**config.mk**
```make
export PLATFORM = sky130hd
export DESIGN_NAME = bis_queue
export DESIGN_NICKNAME = d
export VERILOG_FILES = /design/src/hw/rtl/bis_pkg.sv /design/src/hw/rtl/bis_queue.sv
export SDC_FILE = /design/constraint.sdc
export NUM_CORES = 1
export LEC_CHECK = 0
export ABC_AREA = 1
export BUFFER_PORTS_ARGS = -buffer_cell sky130_fd_sc_hd__buf_2
export CAP_MARGIN = 20
export CORE_ASPECT_RATIO = 0.8
export CORE_MARGIN = 1
export CORE_UTILIZATION = 55
export DETAILED_ROUTE_END_ITERATION = 10
export HOLD_SLACK_MARGIN = 0.15
export PLACE_DENSITY = 0.86
export SLEW_MARGIN = 40
export SYNTH_ARGS = -nofsm -noshare
export SYNTH_HDL_FRONTEND = slang
export SYNTH_SLANG_ARGS = --single-unit
```
**constraint.sdc**
```tcl
create_clock -name clk_i -period 3.5 [get_ports clk_i]
set_input_delay 0.525 -clock clk_i [delete_from_list [all_inputs] [get_ports clk_i]]
set_output_delay 0.525 -clock clk_i [all_outputs]
set_load 0.03 [all_outputs]
```
**src/hw/rtl/bis_pkg.sv**
```systemverilog
// ----------------------------------------------------------------------------
// bis_pkg
// Shared types and fixed widths of the bilinear image sampler.
// ----------------------------------------------------------------------------
package bis_pkg;

  localparam int MAX_WIDTH    = 256;  // widest image the store holds
  localparam int MAX_HEIGHT   = 256;  // tallest image the store holds
  localparam int MAX_CHANNELS = 4;    // channels per pixel at most

  localparam int COORD_W     = 18;  // sample coordinate, signed
  localparam int LADDR_W     = 18;  // load byte address
  localparam int PIX_W       = 8;   // one image byte
  localparam int OUT_W       = 16;  // result channel
  localparam int DIM_W       = 9;   // width/height register and pixel coordinate
  localparam int CNT_W       = 3;   // channel count register
  localparam int CH_W        = 2;   // channel index
  localparam int ROW_W       = 18;  // y*w
  localparam int IDX_W       = 20;  // (y*w+x)*n
  localparam int FRAC_MAX_W  = 12;  // widest fraction the design supports
  localparam int NUM_OUT_CH  = 4;
  localparam int NUM_NBR     = 4;
  localparam int QUEUE_DEPTH = 4;   // power of two
  localparam int PADDR_W     = 4;
  localparam int PDATA_W     = 32;

  typedef enum logic [1:0] {
    REG_IMAGE_WIDTH   = 2'd0,
    REG_IMAGE_HEIGHT  = 2'd1,
    REG_CHANNEL_COUNT = 2'd2,
    REG_NONE          = 2'd3
  } reg_idx_e;

  typedef enum logic {
    ACT_LOAD   = 1'b0,
    ACT_SAMPLE = 1'b1
  } action_e;

  // Saturated configuration as the datapath sees it
  typedef struct packed {
    logic [DIM_W-1:0] width;
    logic [DIM_W-1:0] height;
    logic [CNT_W-1:0] count;
  } cfg_t;

  // One classified item between front and back
  typedef struct packed {
    logic                           is_load;
    logic [LADDR_W-1:0]             load_addr;
    logic [PIX_W-1:0]               load_val;
    logic                           in_image;
    logic [FRAC_MAX_W-1:0]          fx;
    logic [FRAC_MAX_W-1:0]          fy;
    logic [NUM_NBR-1:0][IDX_W-1:0]  base;   // y1x1, y1x2, y2x1, y2x2
  } entry_t;

  // Control travelling with a channel through the blend pipeline
  typedef struct packed {
    logic            valid;
    logic            last;
    logic            in_image;
    logic [CH_W-1:0] ch;
  } tag_t;

endpackage

```
**src/hw/rtl/bis_queue.sv**
```systemverilog
// ----------------------------------------------------------------------------
// bis_queue
// Short register queue between the front and the back.
// ----------------------------------------------------------------------------
module bis_queue import bis_pkg::*; #(
  parameter int W = 8
) (
  input  logic         clk_i,
  input  logic         rst_ni,
  input  logic         push_i,
  input  logic [W-1:0] push_data_i,
  output logic         full_o,
  input  logic         pop_i,
  output logic         valid_o,
  output logic [W-1:0] head_o
);

  localparam int PTR_W = $clog2(QUEUE_DEPTH);
  localparam int CNT_QW = $clog2(QUEUE_DEPTH + 1);

  logic [W-1:0]      slot_q [QUEUE_DEPTH];
  logic [PTR_W-1:0]  wr_ptr_q, rd_ptr_q;
  logic [CNT_QW-1:0] cnt_q;
  logic              do_push, do_pop;

  assign full_o  = (cnt_q == CNT_QW'(QUEUE_DEPTH));
  assign valid_o = (cnt_q != '0);
  assign head_o  = slot_q[rd_ptr_q];
  assign do_push = push_i && !full_o;
  assign do_pop  = pop_i && valid_o;

  always_ff @(posedge clk_i or negedge rst_ni) begin
    if (!rst_ni) begin
      wr_ptr_q <= '0;
      rd_ptr_q <= '0;
      cnt_q    <= '0;
    end else begin
      if (do_push) wr_ptr_q <= wr_ptr_q + 1'b1;
      if (do_pop)  rd_ptr_q <= rd_ptr_q + 1'b1;
      if (do_push && !do_pop)      cnt_q <= cnt_q + 1'b1;
      else if (do_pop && !do_push) cnt_q <= cnt_q - 1'b1;
    end
  end

  always_ff @(posedge clk_i) begin
    if (do_push) slot_q[wr_ptr_q] <= push_data_i;
  end

endmodule

```
==> results.yml, run 1 <==
outcome:
  status: "completed"
timing:
  timing.hold.ws_ns: 0.453
  finalSetupTns_ns: 0
  period_share: 0.593
  final.min_clock_period_ns: 2.08
  hold_viol: 0
  rsz0062_at_grt: "no"
  drv_slew: 0
  slew_headroom: 0.485
  max_freq_mhz: 481
  worst_pin_slew_ns: 0.770
  finClkSkew_ns: 0.00402
  setup-violations-final: 0
routing:
  remaining_drc_errors: 0
  routed_wl_mm: 2.78
  dr.pass1.iters: 4
  postRouteAntennaNets: 0
  routedWlPerCell_um: 12.8
  viasPerCell: 5.06
  drtIter0Drc: 44
  vias: 1098
global_route:
  grt_pass1_vias: 993
  grt_max_degree: 34
  antenna_found_initial: 0
  grt-ovfl-total: 0
  track_usage: 0.189
  grt_pass1_wl_mm: 4.35
hold_path:
  hold_class: "in2reg"
setup_path:
  path_class: "reg2out"
  cp_max_fo: 33
  cpMostUsedCell: "nand2_1"
  max_stage_delay_ns: 0.41
  critPathCaptureType: "primary output"
  crit_chain: "inv_2, nand2_1, o211ai_1, nand2_1, buf_2"
  cp-start-kind: "register"
  critPathRequiredTime_ns: 2.97
  worstPathArrival_ns: 1.55
  crit_slowest_cell: "dfrtp_1"
logic_synthesis:
  synthArstFlopShare: 0.179
  syn_area_mm2: 0.00173
  synth_area_leader_cell: "edfxtp_1"
  synth_nets: 171
  yosys_warnings: 0
  ys.flop_type: "edfxtp_1"
  netlist_top_cells_area: "edfxtp_1 55%, dfrtp_1 10%, nand2_1 8.7%, o211ai_1 6.9%, inv_1 6.7%"
  ys_seq_elements: 39
  synth.distinct_cells: 17
  synthTopCellsByCount: "40 x nand2_1, 32 x edfxtp_1, 31 x inv_1"
  synthCells: 153
  synth.avg_cell_area_um2: 11.3
  synth_top_area_frac: 0.555
  synth.most_common_cell: "nand2_1"
  ys_seq_area_frac: 0.656
  synth_edf_count: 32
finish:
  num-fill-cells: 224
  diodes: 0
  nets: 196
  area_growth_pct: 11.6
  drive_above_1_share: 0.168
die:
  io_pins: 22
  start_util: 0.603
  die_x_um: 64.8
  die_h_um: 52.2
  rows: 17
  core_mm2: 0.00287
  die_area_mm2: 0.00338
cts:
  post_cts_resized: 0
  numCtsBuffers: 5
  hold_buffers: 1
  clock_latency_ns: 0.28
  clk_pin_slew_ns: 0.07
  cts_tree: "done"
  clockRootBuffer: "clkbuf_8"
  clock_sinks: 39
  htree_levels: 2
  cts_buffer_depth: 2
  cts_setup_buffers: 0
power:
  netSwitchingPower_mw: 0.698
  power_frac_clock: 0.166
  leakage_nw: 0.875
  p_per_area_mw_per_mm2: 865
  power_frac_seq: 0.418
  power_frac_comb: 0.416
  p_sw_frac: 0.417
  intPower_mw: 0.975
  vdd_drop_max_mv: 0.548
placement:
  gp_congestion: 0.736
  port_buffers: 21
  dpl.hpwl_mm: 1.94
job:
  drv_cap: 0
## cell type report
cell class                 instances  area [um^2]  area share
sequential                        39         1140       0.587
multi-input combinational         77          432       0.223
inverter                          33          124      0.0640
timing repair buffer              22          115      0.0595
clock buffer                       8         80.1      0.0414
tap                               38         47.5      0.0246
## layer usage
metal,global-route usage,part of all wire
met5,0,0
met4,0.0815,0.017
met3,0.0630,0.060
met2,0.306,0.48
met1,0.234,0.44
## state kept, by name (all words and copies together) (netlist names)
signal / flops
cnt_q: 3
rd_ptr_q: 2
slot_q: 32
wr_ptr_q: 2
## cells by family (layout without fill, tap and decap cells)
group | after synthesis | count (layout) | share of synthesized area
AND/OR/NAND/NOR | 53 | 53 | 0.123
XOR/XNOR | 1 | 1 | 0.00506
adder cells (fa/ha/maj) | 6 | 6 | 0.0477
flip-flops | 39 | 39 | 0.656
AO/OA/AOI/OAI | 17 | 17 | 0.0722
buffers and inverters | 37 | 63 | 0.0968
## per-stage QoR
step           std cells  area, um^2  power, mW   util  worst slack [ns]
2_1_floorplan        153        1730       1.26      -              1.57
5_1_grt              217        1930       1.79  0.674              1.28
3_5_place_dp         208        1840       1.41  0.641              1.60
4_1_cts              217        1930       1.68  0.673              1.43
6_report             217        1930       1.67  0.674              1.42
3_3_place_gp         208        1840       1.36  0.641              1.74
## placed cells by master, fill, tap and decap left out
cell type / count
dlygate4sd3_1: 1
fa_1: 1
buf_2: 21
nor2_2: 1
nand2_2: 1
nand3_1: 7
dfrtp_1: 7
inv_1: 31
inv_2: 2
clkbuf_1: 3
nor2_1: 3
xnor2_1: 1
o211ai_1: 16
clkbuf_8: 5
edfxtp_1: 32
nand4_1: 1
ha_1: 5
o21ai_0: 1
nand2_1: 40
## worst max-delay path, delay by kind of cell (launching register included)
family / cells / cell delay, ns
AND/OR/NAND/NOR: 2 / 0.19
flip-flops: 1 / 0.41
AO/OA/AOI/OAI: 1 / 0.11
buffers and inverters: 2 / 0.56
## power by group through the flow
stage          clock network, mW  registers, mW  logic, mW
2_1_floorplan                  0          0.674      0.582
3_3_place_gp                   0          0.699      0.663
3_5_place_dp                   0          0.705      0.700
4_1_cts                    0.281          0.698      0.701
5_1_grt                    0.297          0.712      0.778
6_report                   0.278          0.699      0.696
## worst paths after layout
kind | startpoint | endpoint | slack (ns) | depth (start not counted)
min in group asynchronous | rst_ni | wr_ptr_q[1] | 0.61 | 2
hold / removal | push_data_i[0] | slot_q[3][0] | 0.45 | 1
setup reg to reg | cnt_q[0] | cnt_q[1] | 1.59 | 9
hold reg to reg | cnt_q[2] | cnt_q[2] | 0.53 | 2
setup / recovery | rd_ptr_q[0] | head_o[4] | 1.42 | 5
max in group asynchronous | rst_ni | cnt_q[2] | 2.73 | 2
Note: power is estimated with default switching activity, not from simulation.
==> run 2: changes to the inputs <==
- clock period: 3.5 -> 2 ns (I/O delays scaled with it)
==> run 2 against run 1 <==
Compared with the run above: global-route usage rose by 1.4 points; sequential share of layout area fell by 1.5 points; sequential power rose by 73%; first-iteration DRC count fell by 6.8%; sequential cell count did not move; setup slack got worse by 1.3 ns; utilization rose by 1.8 points; critical endpoint is now head_o[6]; largest power group is now combinational cells.
==> results.yml, run 2 (synthesized netlist as in run 1, its figures left out) <==
setup_path:
  crit_start: "rd_ptr_q[0]"
  cp-start-kind: "register"
  crit_slowest_cell: "dfrtp_1"
  crit_chain: "inv_2, nand2_1, o211ai_1, nand2_1, buf_2"
  worstPathArrival_ns: 1.61
  cp_max_fo: 33
  reg2reg_from: "cnt_q[1]"
  path_class: "reg2out"
  max_stage_delay_ns: 0.40
  cpMostUsedCell: "nand2_1"
  critPathRequiredTime_ns: 1.70
  critPathCaptureType: "primary output"
routing:
  viasPerCell: 5.12
  postRouteAntennaNets: 0
  dr.pass1.iters: 4
  drtIter0Drc: 41
  remaining_drc_errors: 0
  routedWlPerCell_um: 13.2
  vias: 1142
  routed_wl_mm: 2.95
die:
  die_h_um: 52.2
  rows: 17
  die_area_mm2: 0.00338
  core_mm2: 0.00287
  start_util: 0.603
  die_x_um: 64.8
  io_pins: 22
power:
  power_frac_clock: 0.167
  netSwitchingPower_mw: 1.27
  p_sw_frac: 0.422
  vdd_drop_max_mv: 0.784
  intPower_mw: 1.74
  p_per_area_mw_per_mm2: 1520
  power_frac_comb: 0.432
  power_frac_seq: 0.401
  leakage_nw: 0.907
timing:
  worst_pin_slew_ns: 0.500
  rsz0062_at_grt: "no"
  finClkSkew_ns: 0.00335
  slew_headroom: 0.666
  setup_slack_ns: 0.0900
  period_share: 0.955
  setup-violations-final: 0
  timing.hold.ws_ns: 0.218
  finalSetupTns_ns: 0
  hold_viol: 0
  final.min_clock_period_ns: 1.91
  max_freq_mhz: 524
  drv_slew: 0
cts:
  clockRootBuffer: "clkbuf_8"
  clock_sinks: 39
  cts_buffer_depth: 2
  htree_levels: 2
  post_cts_resized: 0
  numCtsBuffers: 5
  clk_pin_slew_ns: 0.07
  cts_tree: "done"
  clock_latency_ns: 0.29
finish:
  regMostFlops: "slot_q"
  fin_util: 0.692
  drive_above_1_share: 0.205
  largest_reg_flops: 32
  instances_no_fill: 223
  area_growth_pct: 14.6
  reg_top3: "slot_q: 32 flops, cnt_q: 3 flops"
  final_common_cell: "nand2_1"
  final_cell_mix: "40 x nand2_1, 32 x edfxtp_1, 31 x inv_1"
  diodes: 0
  nets: 202
job:
  drv_cap: 0
placement:
  dp_cells: 212
  gp_congestion: 0.731
  port_buffers: 21
  dpl.hpwl_mm: 2.09
  preCtsSetupSlack_ns: 0.119
global_route:
  track_usage: 0.203
  grt-ovfl-total: 0
  grt_pass1_wl_mm: 4.69
  antenna_found_initial: 0
  grt_pass1_vias: 1095
  grt_max_degree: 34
hold_path:
  min_from: "push_data_i[0]"
  hold_class: "in2reg"
outcome:
  status: "completed"
-- run 2: layout make-up --
class | count | area, um^2
Clock buffer | 5 | 68.8
Clock inverter | 3 | 20.0
Fill cell | 224 | 886
Inverter | 33 | 124
Multi-Input combinational cell | 77 | 429
Sequential cell | 39 | 1140
Tap cell | 38 | 47.5
Timing Repair Buffer | 28 | 160
-- run 2: through the flow --
stage	cell area, um^2	total power [mW]
6_report	1990	3.02
5_1_grt	1990	3.22
4_1_cts	1970	3.01
3_5_place_dp	1870	2.50
3_3_place_gp	1870	2.42
2_1_floorplan	1730	2.20
-- run 2: worst max-delay path, delay by kind of cell, from the launching register on --
kind / cells / cell delay, ns
AO/OA/AOI/OAI: 1 / 0.12
buffers and inverters: 2 / 0.57
flip-flops: 1 / 0.40
AND/OR/NAND/NOR: 2 / 0.22
-- run 2: power by group through the flow --
stage	Combinational (mW)	Clock (mW)	Sequential, mW
2_1_floorplan	1.02	0	1.18
3_5_place_dp	1.27	0	1.23
6_report	1.30	0.504	1.21
5_1_grt	1.44	0.554	1.23
4_1_cts	1.28	0.520	1.22
3_3_place_gp	1.20	0	1.22
-- run 2: path summary, 6_finish.rpt --
check,end,slack [ns],depth (start not counted)
setup / recovery,head_o[6],0.09,5
hold / removal,slot_q[3][0],0.22,1
setup reg to reg,cnt_q[2],0.15,10
hold reg to reg,cnt_q[2],0.51,2
max in group asynchronous,rd_ptr_q[1],1.46,2
min in group asynchronous,wr_ptr_q[1],0.38,2
-- run 2: routing by layer --
metal,up-vias,GRT usage,wire [um]
met1,548,0.223,1250
met3,5,0.0652,127
met4,0,0.0815,44
met2,29,0.368,1520
li1,560,-,-
met5,-,0,0
-- run 2: what timing repair did --
item,CTS,global route
setup endpoints to repair,0,2
hold endpoints to repair,7,0
hold buffers,1,0
buffers inserted,0,2
