--- src/hw/rtl/bis_pkg.sv ---
// ----------------------------------------------------------------------------
// bis_pkg
// Shared types and fixed widths of the bilinear image sampler.
// ----------------------------------------------------------------------------
package bis_pkg;

  localparam int MAX_WIDTH    = 256;  // widest image the store holds
  localparam int MAX_HEIGHT   = 256;  // tallest image the store holds
  localparam int MAX_CHANNELS = 4;    // channels per pixel at most

  localparam int COORD_W     = 18;  // sample coordinate, signed
  localparam int LADDR_W     = 18;  // load byte address
  localparam int PIX_W       = 8;   // one image byte
  localparam int OUT_W       = 16;  // result channel
  localparam int DIM_W       = 9;   // width/height register and pixel coordinate
  localparam int CNT_W       = 3;   // channel count register
  localparam int CH_W        = 2;   // channel index
  localparam int ROW_W       = 18;  // y*w
  localparam int IDX_W       = 20;  // (y*w+x)*n
  localparam int FRAC_MAX_W  = 12;  // widest fraction the design supports
  localparam int NUM_OUT_CH  = 4;
  localparam int NUM_NBR     = 4;
  localparam int QUEUE_DEPTH = 4;   // power of two
  localparam int PADDR_W     = 4;
  localparam int PDATA_W     = 32;

  typedef enum logic [1:0] {
    REG_IMAGE_WIDTH   = 2'd0,
    REG_IMAGE_HEIGHT  = 2'd1,
    REG_CHANNEL_COUNT = 2'd2,
    REG_NONE          = 2'd3
  } reg_idx_e;

  typedef enum logic {
    ACT_LOAD   = 1'b0,
    ACT_SAMPLE = 1'b1
  } action_e;

  // Saturated configuration as the datapath sees it
  typedef struct packed {
    logic [DIM_W-1:0] width;
    logic [DIM_W-1:0] height;
    logic [CNT_W-1:0] count;
  } cfg_t;

  // One classified item between front and back
  typedef struct packed {
    logic                           is_load;
    logic [LADDR_W-1:0]             load_addr;
    logic [PIX_W-1:0]               load_val;
    logic                           in_image;
    logic [FRAC_MAX_W-1:0]          fx;
    logic [FRAC_MAX_W-1:0]          fy;
    logic [NUM_NBR-1:0][IDX_W-1:0]  base;   // y1x1, y1x2, y2x1, y2x2
  } entry_t;

  // Control travelling with a channel through the blend pipeline
  typedef struct packed {
    logic            valid;
    logic            last;
    logic            in_image;
    logic [CH_W-1:0] ch;
  } tag_t;

endpackage

--- src/hw/rtl/bis_front.sv ---
// ----------------------------------------------------------------------------
// bis_front
// Accepts items, splits coordinates and forms the four neighbour addresses.
// ----------------------------------------------------------------------------
module bis_front import bis_pkg::*; #(
  parameter int FRACTION_BITS = 8
) (
  input  logic                      clk_i,
  input  logic                      rst_ni,
  input  cfg_t                      cfg_i,
  input  logic                      in_valid_i,
  output logic                      in_stall_o,
  input  logic                      action_i,
  input  logic [LADDR_W-1:0]        load_address_i,
  input  logic [PIX_W-1:0]          load_value_i,
  input  logic signed [COORD_W-1:0] sample_x_i,
  input  logic signed [COORD_W-1:0] sample_y_i,
  input  logic                      q_full_i,
  output logic                      push_o,
  output entry_t                    entry_o
);

  typedef struct packed {
    logic                  ok;
    logic [DIM_W-1:0]      lo;
    logic [DIM_W-1:0]      hi;
    logic [FRAC_MAX_W-1:0] frac;
  } split_t;

  function automatic split_t split(logic [COORD_W-1:0] v, logic [DIM_W-1:0] lim);
    split_t                          s;
    logic [COORD_W-2-FRACTION_BITS:0] p;
    logic [FRAC_MAX_W-1:0]           f;
    logic                            at_edge;
    p         = v[COORD_W-2:FRACTION_BITS];
    f         = FRAC_MAX_W'(v[FRACTION_BITS-1:0]);
    s.ok      = !v[COORD_W-1] && (32'(p) < 32'(lim));
    s.lo      = DIM_W'(p);
    at_edge   = (f != '0) && ((32'(p) + 32'd1) == 32'(lim));
    s.hi      = (f != '0 && !at_edge) ? DIM_W'(p) + 1'b1 : DIM_W'(p);
    s.frac    = at_edge ? '0 : f;
    return s;
  endfunction

  logic   en;
  split_t sx, sy;

  // stage 1
  logic                  v1_q, load1_q, ok1_q;
  logic [LADDR_W-1:0]    la1_q;
  logic [PIX_W-1:0]      lv1_q;
  split_t                sx1_q, sy1_q;
  // stage 2
  logic                  v2_q, load2_q, ok2_q;
  logic [LADDR_W-1:0]    la2_q;
  logic [PIX_W-1:0]      lv2_q;
  logic [DIM_W-1:0]      x1_2_q, x2_2_q;
  logic [FRAC_MAX_W-1:0] fx2_q, fy2_q;
  logic [ROW_W-1:0]      r1_q, r2_q;
  // stage 3
  logic                  v3_q;
  entry_t                e3_q;

  assign en         = !(v3_q && q_full_i);
  assign in_stall_o = !en;
  assign push_o     = v3_q && !q_full_i;
  assign entry_o    = e3_q;

  assign sx = split(sample_x_i, cfg_i.width);
  assign sy = split(sample_y_i, cfg_i.height);

  always_ff @(posedge clk_i or negedge rst_ni) begin
    if (!rst_ni) begin
      v1_q <= 1'b0;
      v2_q <= 1'b0;
      v3_q <= 1'b0;
    end else if (en) begin
      v1_q <= in_valid_i;
      v2_q <= v1_q;
      v3_q <= v2_q;
    end
  end

  always_ff @(posedge clk_i) begin
    if (en) begin
      load1_q <= (action_i == ACT_LOAD);
      la1_q   <= load_address_i;
      lv1_q   <= load_value_i;
      sx1_q   <= sx;
      sy1_q   <= sy;
      ok1_q   <= sx.ok && sy.ok;

      load2_q <= load1_q;
      la2_q   <= la1_q;
      lv2_q   <= lv1_q;
      ok2_q   <= ok1_q;
      x1_2_q  <= sx1_q.lo;
      x2_2_q  <= sx1_q.hi;
      fx2_q   <= sx1_q.frac;
      fy2_q   <= sy1_q.frac;
      r1_q    <= ROW_W'(sy1_q.lo) * ROW_W'(cfg_i.width);
      r2_q    <= ROW_W'(sy1_q.hi) * ROW_W'(cfg_i.width);

      e3_q.is_load   <= load2_q;
      e3_q.load_addr <= la2_q;
      e3_q.load_val  <= lv2_q;
      e3_q.in_image  <= ok2_q;
      e3_q.fx        <= fx2_q;
      e3_q.fy        <= fy2_q;
      e3_q.base[0]   <= IDX_W'(r1_q + ROW_W'(x1_2_q)) * IDX_W'(cfg_i.count);
      e3_q.base[1]   <= IDX_W'(r1_q + ROW_W'(x2_2_q)) * IDX_W'(cfg_i.count);
      e3_q.base[2]   <= IDX_W'(r2_q + ROW_W'(x1_2_q)) * IDX_W'(cfg_i.count);
      e3_q.base[3]   <= IDX_W'(r2_q + ROW_W'(x2_2_q)) * IDX_W'(cfg_i.count);
    end
  end

endmodule

--- config.mk ---
export PLATFORM = sky130hd
export DESIGN_NAME = bis_front
export DESIGN_NICKNAME = d
export VERILOG_FILES = /design/src/hw/rtl/bis_pkg.sv /design/src/hw/rtl/bis_front.sv
export SDC_FILE = /design/constraint.sdc
export NUM_CORES = 1
export LEC_CHECK = 0
export ABC_CLOCK_PERIOD_IN_PS = 15400
export BUFFER_PORTS_ARGS = -buffer_cell sky130_fd_sc_hd__buf_2
export CORE_MARGIN = 8
export CORE_UTILIZATION = 51
export CTS_CLUSTER_DIAMETER = 50
export DETAILED_ROUTE_END_ITERATION = 7
export PLACE_DENSITY = 0.69
export SYNTH_ARGS = -nofsm -noshare
export SYNTH_HDL_FRONTEND = slang
export SYNTH_SLANG_ARGS = --single-unit
export TNS_END_PERCENT = 20
--- constraint.sdc ---
create_clock -name clk_i -period 15.4 [get_ports clk_i]
set_input_delay 2.31 -clock clk_i [delete_from_list [all_inputs] [get_ports clk_i]]
set_output_delay 2.31 -clock clk_i [all_outputs]
set_load 0.01 [all_outputs]
==> impl_metrics.py <==
metrics = {
    "outcome": {
        "run_status": "complete, no violations",
    },
    "synthesis": {
        "yosysWarningCount": 0,
        "synthCells": 2253,
        "synth_enable_flop_cells": 302,
        "syn-mean-instance-area_um2": 10.49,
        "ys_seq_elements": 305,
        "primary_flip_flop_cell_chosen_by_synthesis_mapping": "edfxtp_1",
        "ys_seq_area_share_pct": 38.68,
        "post_synth_num_cell_types": 67,
        "fraction_of_registers_with_async_set_reset_pct": 0.9836,
        "mappedNetlistArea_um2": 23640,
    },
    "power": {
        "power.density_cell_area_nw_per_um2": 247.2,
        "vdd_drop_max_mv": 0.1204,
        "p_leak_nw": 12.31,
    },
    "routing": {
        "wire_per_inst_um": 15.80,
        "detail_route.iter0.violations": 837,
        "drt_drc_violations_left": 0,
        "routed_wl_mm": 48.70,
        "dr.pass1.iters": 5,
        "route.detailed.vias_per_inst": 5.184,
        "antenna_violating_nets_post_route": 0,
        "via_count": 15976,
    },
    "cts": {
        "cts_setup_buffers": 0,
        "ctsLongestPathBuffers": 3,
        "cts_tree": "done",
        "clock_tree.root_cell": "clkbuf_16",
        "cts.repair.resized": 0,
        "cts_sinks": 305,
        "post_cts_hold_buffer_count": 0,
        "tritoncts.num_buffers": 38,
        "cts_max_level": 2,
        "worstSkewPairLatency_ps": 560,
        "cts.clk_slew.worst_paths_ps": 60,
    },
    "placed_design": {
        "place.port_buffers": 213,
        "place_hpwl_mm": 37.69,
        "post-place-cells": 3014,
        "pre_cts_ws_ps": 8489,
        "place_congestion": 0.8689,
    },
    "global_route": {
        "grt_first_pass_wirelength_mm": 80.62,
        "largest_net_degree_at_the_start_of_global_routing": 79,
        "grt_overflow_total": 0,
        "vias_in_the_first_global_route": 16488,
        "grtUsageTotal_pct": 18.27,
        "antenna_found_initial": 3,
    },
    "setup_path": {
        "worstPathBufferInverterCount": 4,
        "critical_path.most_common_cell": "fa_1",
        "worstSetupEndpointType": "flip-flop",
        "crit_path_top_delay_cell": "fa_1",
        "worst-setup-path-type": "in2reg",
        "critical-path-top-delay-family": "adder cells",
        "cp_data_arrival_time_ps": 6710,
        "crit_required_ps": 15690,
        "slowest_delay_ps": 550,
        "crit_path_max_fanout": 21,
        "cp_cell_sequence": "buf_2 > nand2_1 > fa_1 > inv_1 > fa_1 > inv_1 > fa_1 > fa_1 > inv_1 > ha_1 > o21a_1 > o21ai_0 > nand2b_1 > a31o_2 > a2111oi_0 > o21bai_1 > xor2_1",
        "rr_endpoint": "entry_o[39]$_DFFE_PN_",
        "reg2reg_depth": 19,
        "critical_path_source_type": "primary input",
        "reg2reg_slack_ps": 10170,
        "critical_path.reg2reg.startpoint": "x2_2_q[1]$_DFFE_PN_",
    },
    "final_layout": {
        "area_taken_by_multi_input_logic_gates_um2": 12920,
        "antenna_cells": 0,
        "final_core_util_pct": 57.43,
        "filler_cell_count": 3988,
        "nNetsFinal": 2915,
        "synthToLayoutAreaGrowth_pct": 12.14,
        "area.sequential_um2": 9144,
        "fin_cells": 3082,
        "final_layout_size_suffix_gt1_share_pct": 12.28,
    },
    "min_path": {
        "holdCritPathClass": "reg2reg",
        "holdPathEnd": "x2_2_q[1]$_DFFE_PN_",
        "hold-path-cell-count": 0,
        "holdCritStartpoint": "sx1_q[13]$_DFFE_PN_",
    },
    "sta": {
        "rsz0062_at_grt": "no",
        "final_worst_path_setup_slack_ps": 8989,
        "final-hold-violation-count": 0,
        "slew_viol_final": 0,
        "max_slew.worst_pin.slew_ps": 960.9,
        "highest_achievable_clock_rate_ghz": 0.1560,
        "period_needed_ps": 6411,
        "worst_hold_slack_ps": 405.1,
        "slew-limit-headroom_pct": 35.94,
        "fin_tns_setup_ps": 0,
        "period_share_pct": 41.63,
        "timing.final.setup_violations": 0,
        "clock-skew-final_ps": 17.85,
    },
    "floorplan": {
        "floorplan.rows": 79,
        "die_area_um2": 53490,
        "io-pin-count": 222,
        "die_w_um": 231.3,
        "start_util_pct": 51.21,
        "coreArea_um2": 46160,
        "die_height_um": 231.3,
    },
    "run": {
        "cap_viol_max_count": 0,
    },
}
## layout make-up
| class | count | area share, % |
|---|---|---|
| clock buffer | 42 | 3.724 |
| tap | 607 | 2.865 |
| timing repair buffer | 220 | 4.220 |
| clock inverter | 26 | 1.109 |
| sequential | 305 | 34.49 |
| inverter | 342 | 4.843 |
| multi-input combinational | 1540 | 48.74 |
## power breakdown
| part | internal (mW) | leakage, nW | switching [mW] | total [mW] |
|---|---|---|---|---|
| clock | 0.537 | 0.611 | 0.358 | 0.896 |
| combinational | 1.74 | 8.61 | 2.35 | 4.08 |
| sequential | 1.43 | 3.09 | 0.143 | 1.57 |
| total | 3.70 | 12.3 | 2.85 | 6.55 |
## per-stage QoR
step	power [mW]	area (um^2)
after floorplan	4.752	23660
after global placement	5.558	25230
after detailed placement	5.666	25230
after CTS	6.619	26510
after global routing	7.235	26510
final	6.554	26510
## cells in the final DEF (no fill, tap or decap), types with 9 or more instances in the layout
| cell type | instances |
|---|---|
| inv_1 | 342 |
| nand2_1 | 335 |
| edfxtp_1 | 302 |
| buf_2 | 213 |
| ha_1 | 204 |
| fa_1 | 176 |
| xnor2_1 | 148 |
| and2_1 | 111 |
| a21oi_1 | 81 |
| o21ai_0 | 62 |
| nor2_1 | 51 |
| clkbuf_16 | 39 |
| xor2_1 | 37 |
| nand2b_1 | 35 |
| o21a_1 | 32 |
| nand3_1 | 30 |
| a21o_1 | 29 |
| nor2b_1 | 27 |
| and3_1 | 19 |
| nand4_1 | 14 |
| o21bai_1 | 13 |
| a211oi_1 | 11 |
| nor3_1 | 11 |
| a31oi_1 | 10 |
| or3_1 | 9 |
## worst max path at each step
stage | from | to | cells past startpoint
after detailed placement | cfg_i[14] | r2_q[16]$_DFFE_PN_ | 17
final | cfg_i[14] | r2_q[16]$_DFFE_PN_ | 17
after global routing | cfg_i[14] | r2_q[16]$_DFFE_PN_ | 17
after global placement | cfg_i[14] | r2_q[16]$_DFFE_PN_ | 17
after CTS | cfg_i[14] | r2_q[16]$_DFFE_PN_ | 17
after floorplan | q_full_i | in_stall_o | 2
## metal layers
metal,track usage [%],share of wire (%),up-vias
met5,0,0.060,-
li1,-,-,7833
met4,5.583,2.7,6
met2,30.74,47,348
met3,3.876,5.5,83
met1,23.50,44,7706
## registers in the layout, summed over array words and instances, names as in the netlist, 9 cells and up
register,cells
la1_q,18
sx1_q,26
sy1_q,26
la2_q,18
x2_2_q,9
r1_q,18
r2_q,18
entry_o,124
x1_2_q,9
## worst register-to-register path: cells and delay by family (launching register included)
kind / cells / cell delay [ps]
AOI/OAI and AO/OA: 8 / 2110
adders and majority gates: 3 / 1260
and+or+nand+nor: 4 / 660
xor gates and xnor gates: 3 / 450
buffers and inverters: 1 / 50
DFF: 1 / 440
## cells by family after synthesis
| kind of cell | Yosys count | synth area share, % |
|---|---|---|
| and+or+nand+nor | 668 | 13.51 |
| AOI/OAI and AO/OA | 290 | 7.988 |
| DFF | 305 | 38.68 |
| xor gates and xnor gates | 185 | 6.855 |
| buffers and inverters | 415 | 6.797 |
| muxes | 9 | 0.4446 |
| adders and majority gates | 380 | 25.70 |
| other | 1 | 0.01586 |
## Yosys cell counts (4+ instances only)
cell type,count,area share [%]
fa_1,176,15
inv_1,342,5.4
o211ai_1,6,0.19
a31oi_1,10,0.26
nand3_1,30,0.64
a211oi_1,11,0.35
o21ai_0,62,1.3
nand2_1,336,5.3
edfxtp_1,302,38
o21bai_1,13,0.41
and4_1,5,0.19
o22ai_1,4,0.11
o311ai_0,4,0.15
nor2_1,51,0.81
nand2b_1,35,0.93
xor2_1,37,1.4
and3_1,19,0.50
a21o_1,29,0.92
a21oi_1,81,1.7
or3_1,9,0.24
o21a_1,32,1.0
xnor2_1,148,5.5
ha_1,204,11
nor4_1,8,0.21
nand4_1,14,0.37
mux2_2,4,0.19
and2_1,111,2.9
a31o_2,4,0.15
nor3_1,11,0.23
buf_4,8,0.25
clkbuf_1,58,0.92
nor2b_1,27,0.71
No activity file was read; power rests on OpenSTA's default activity.
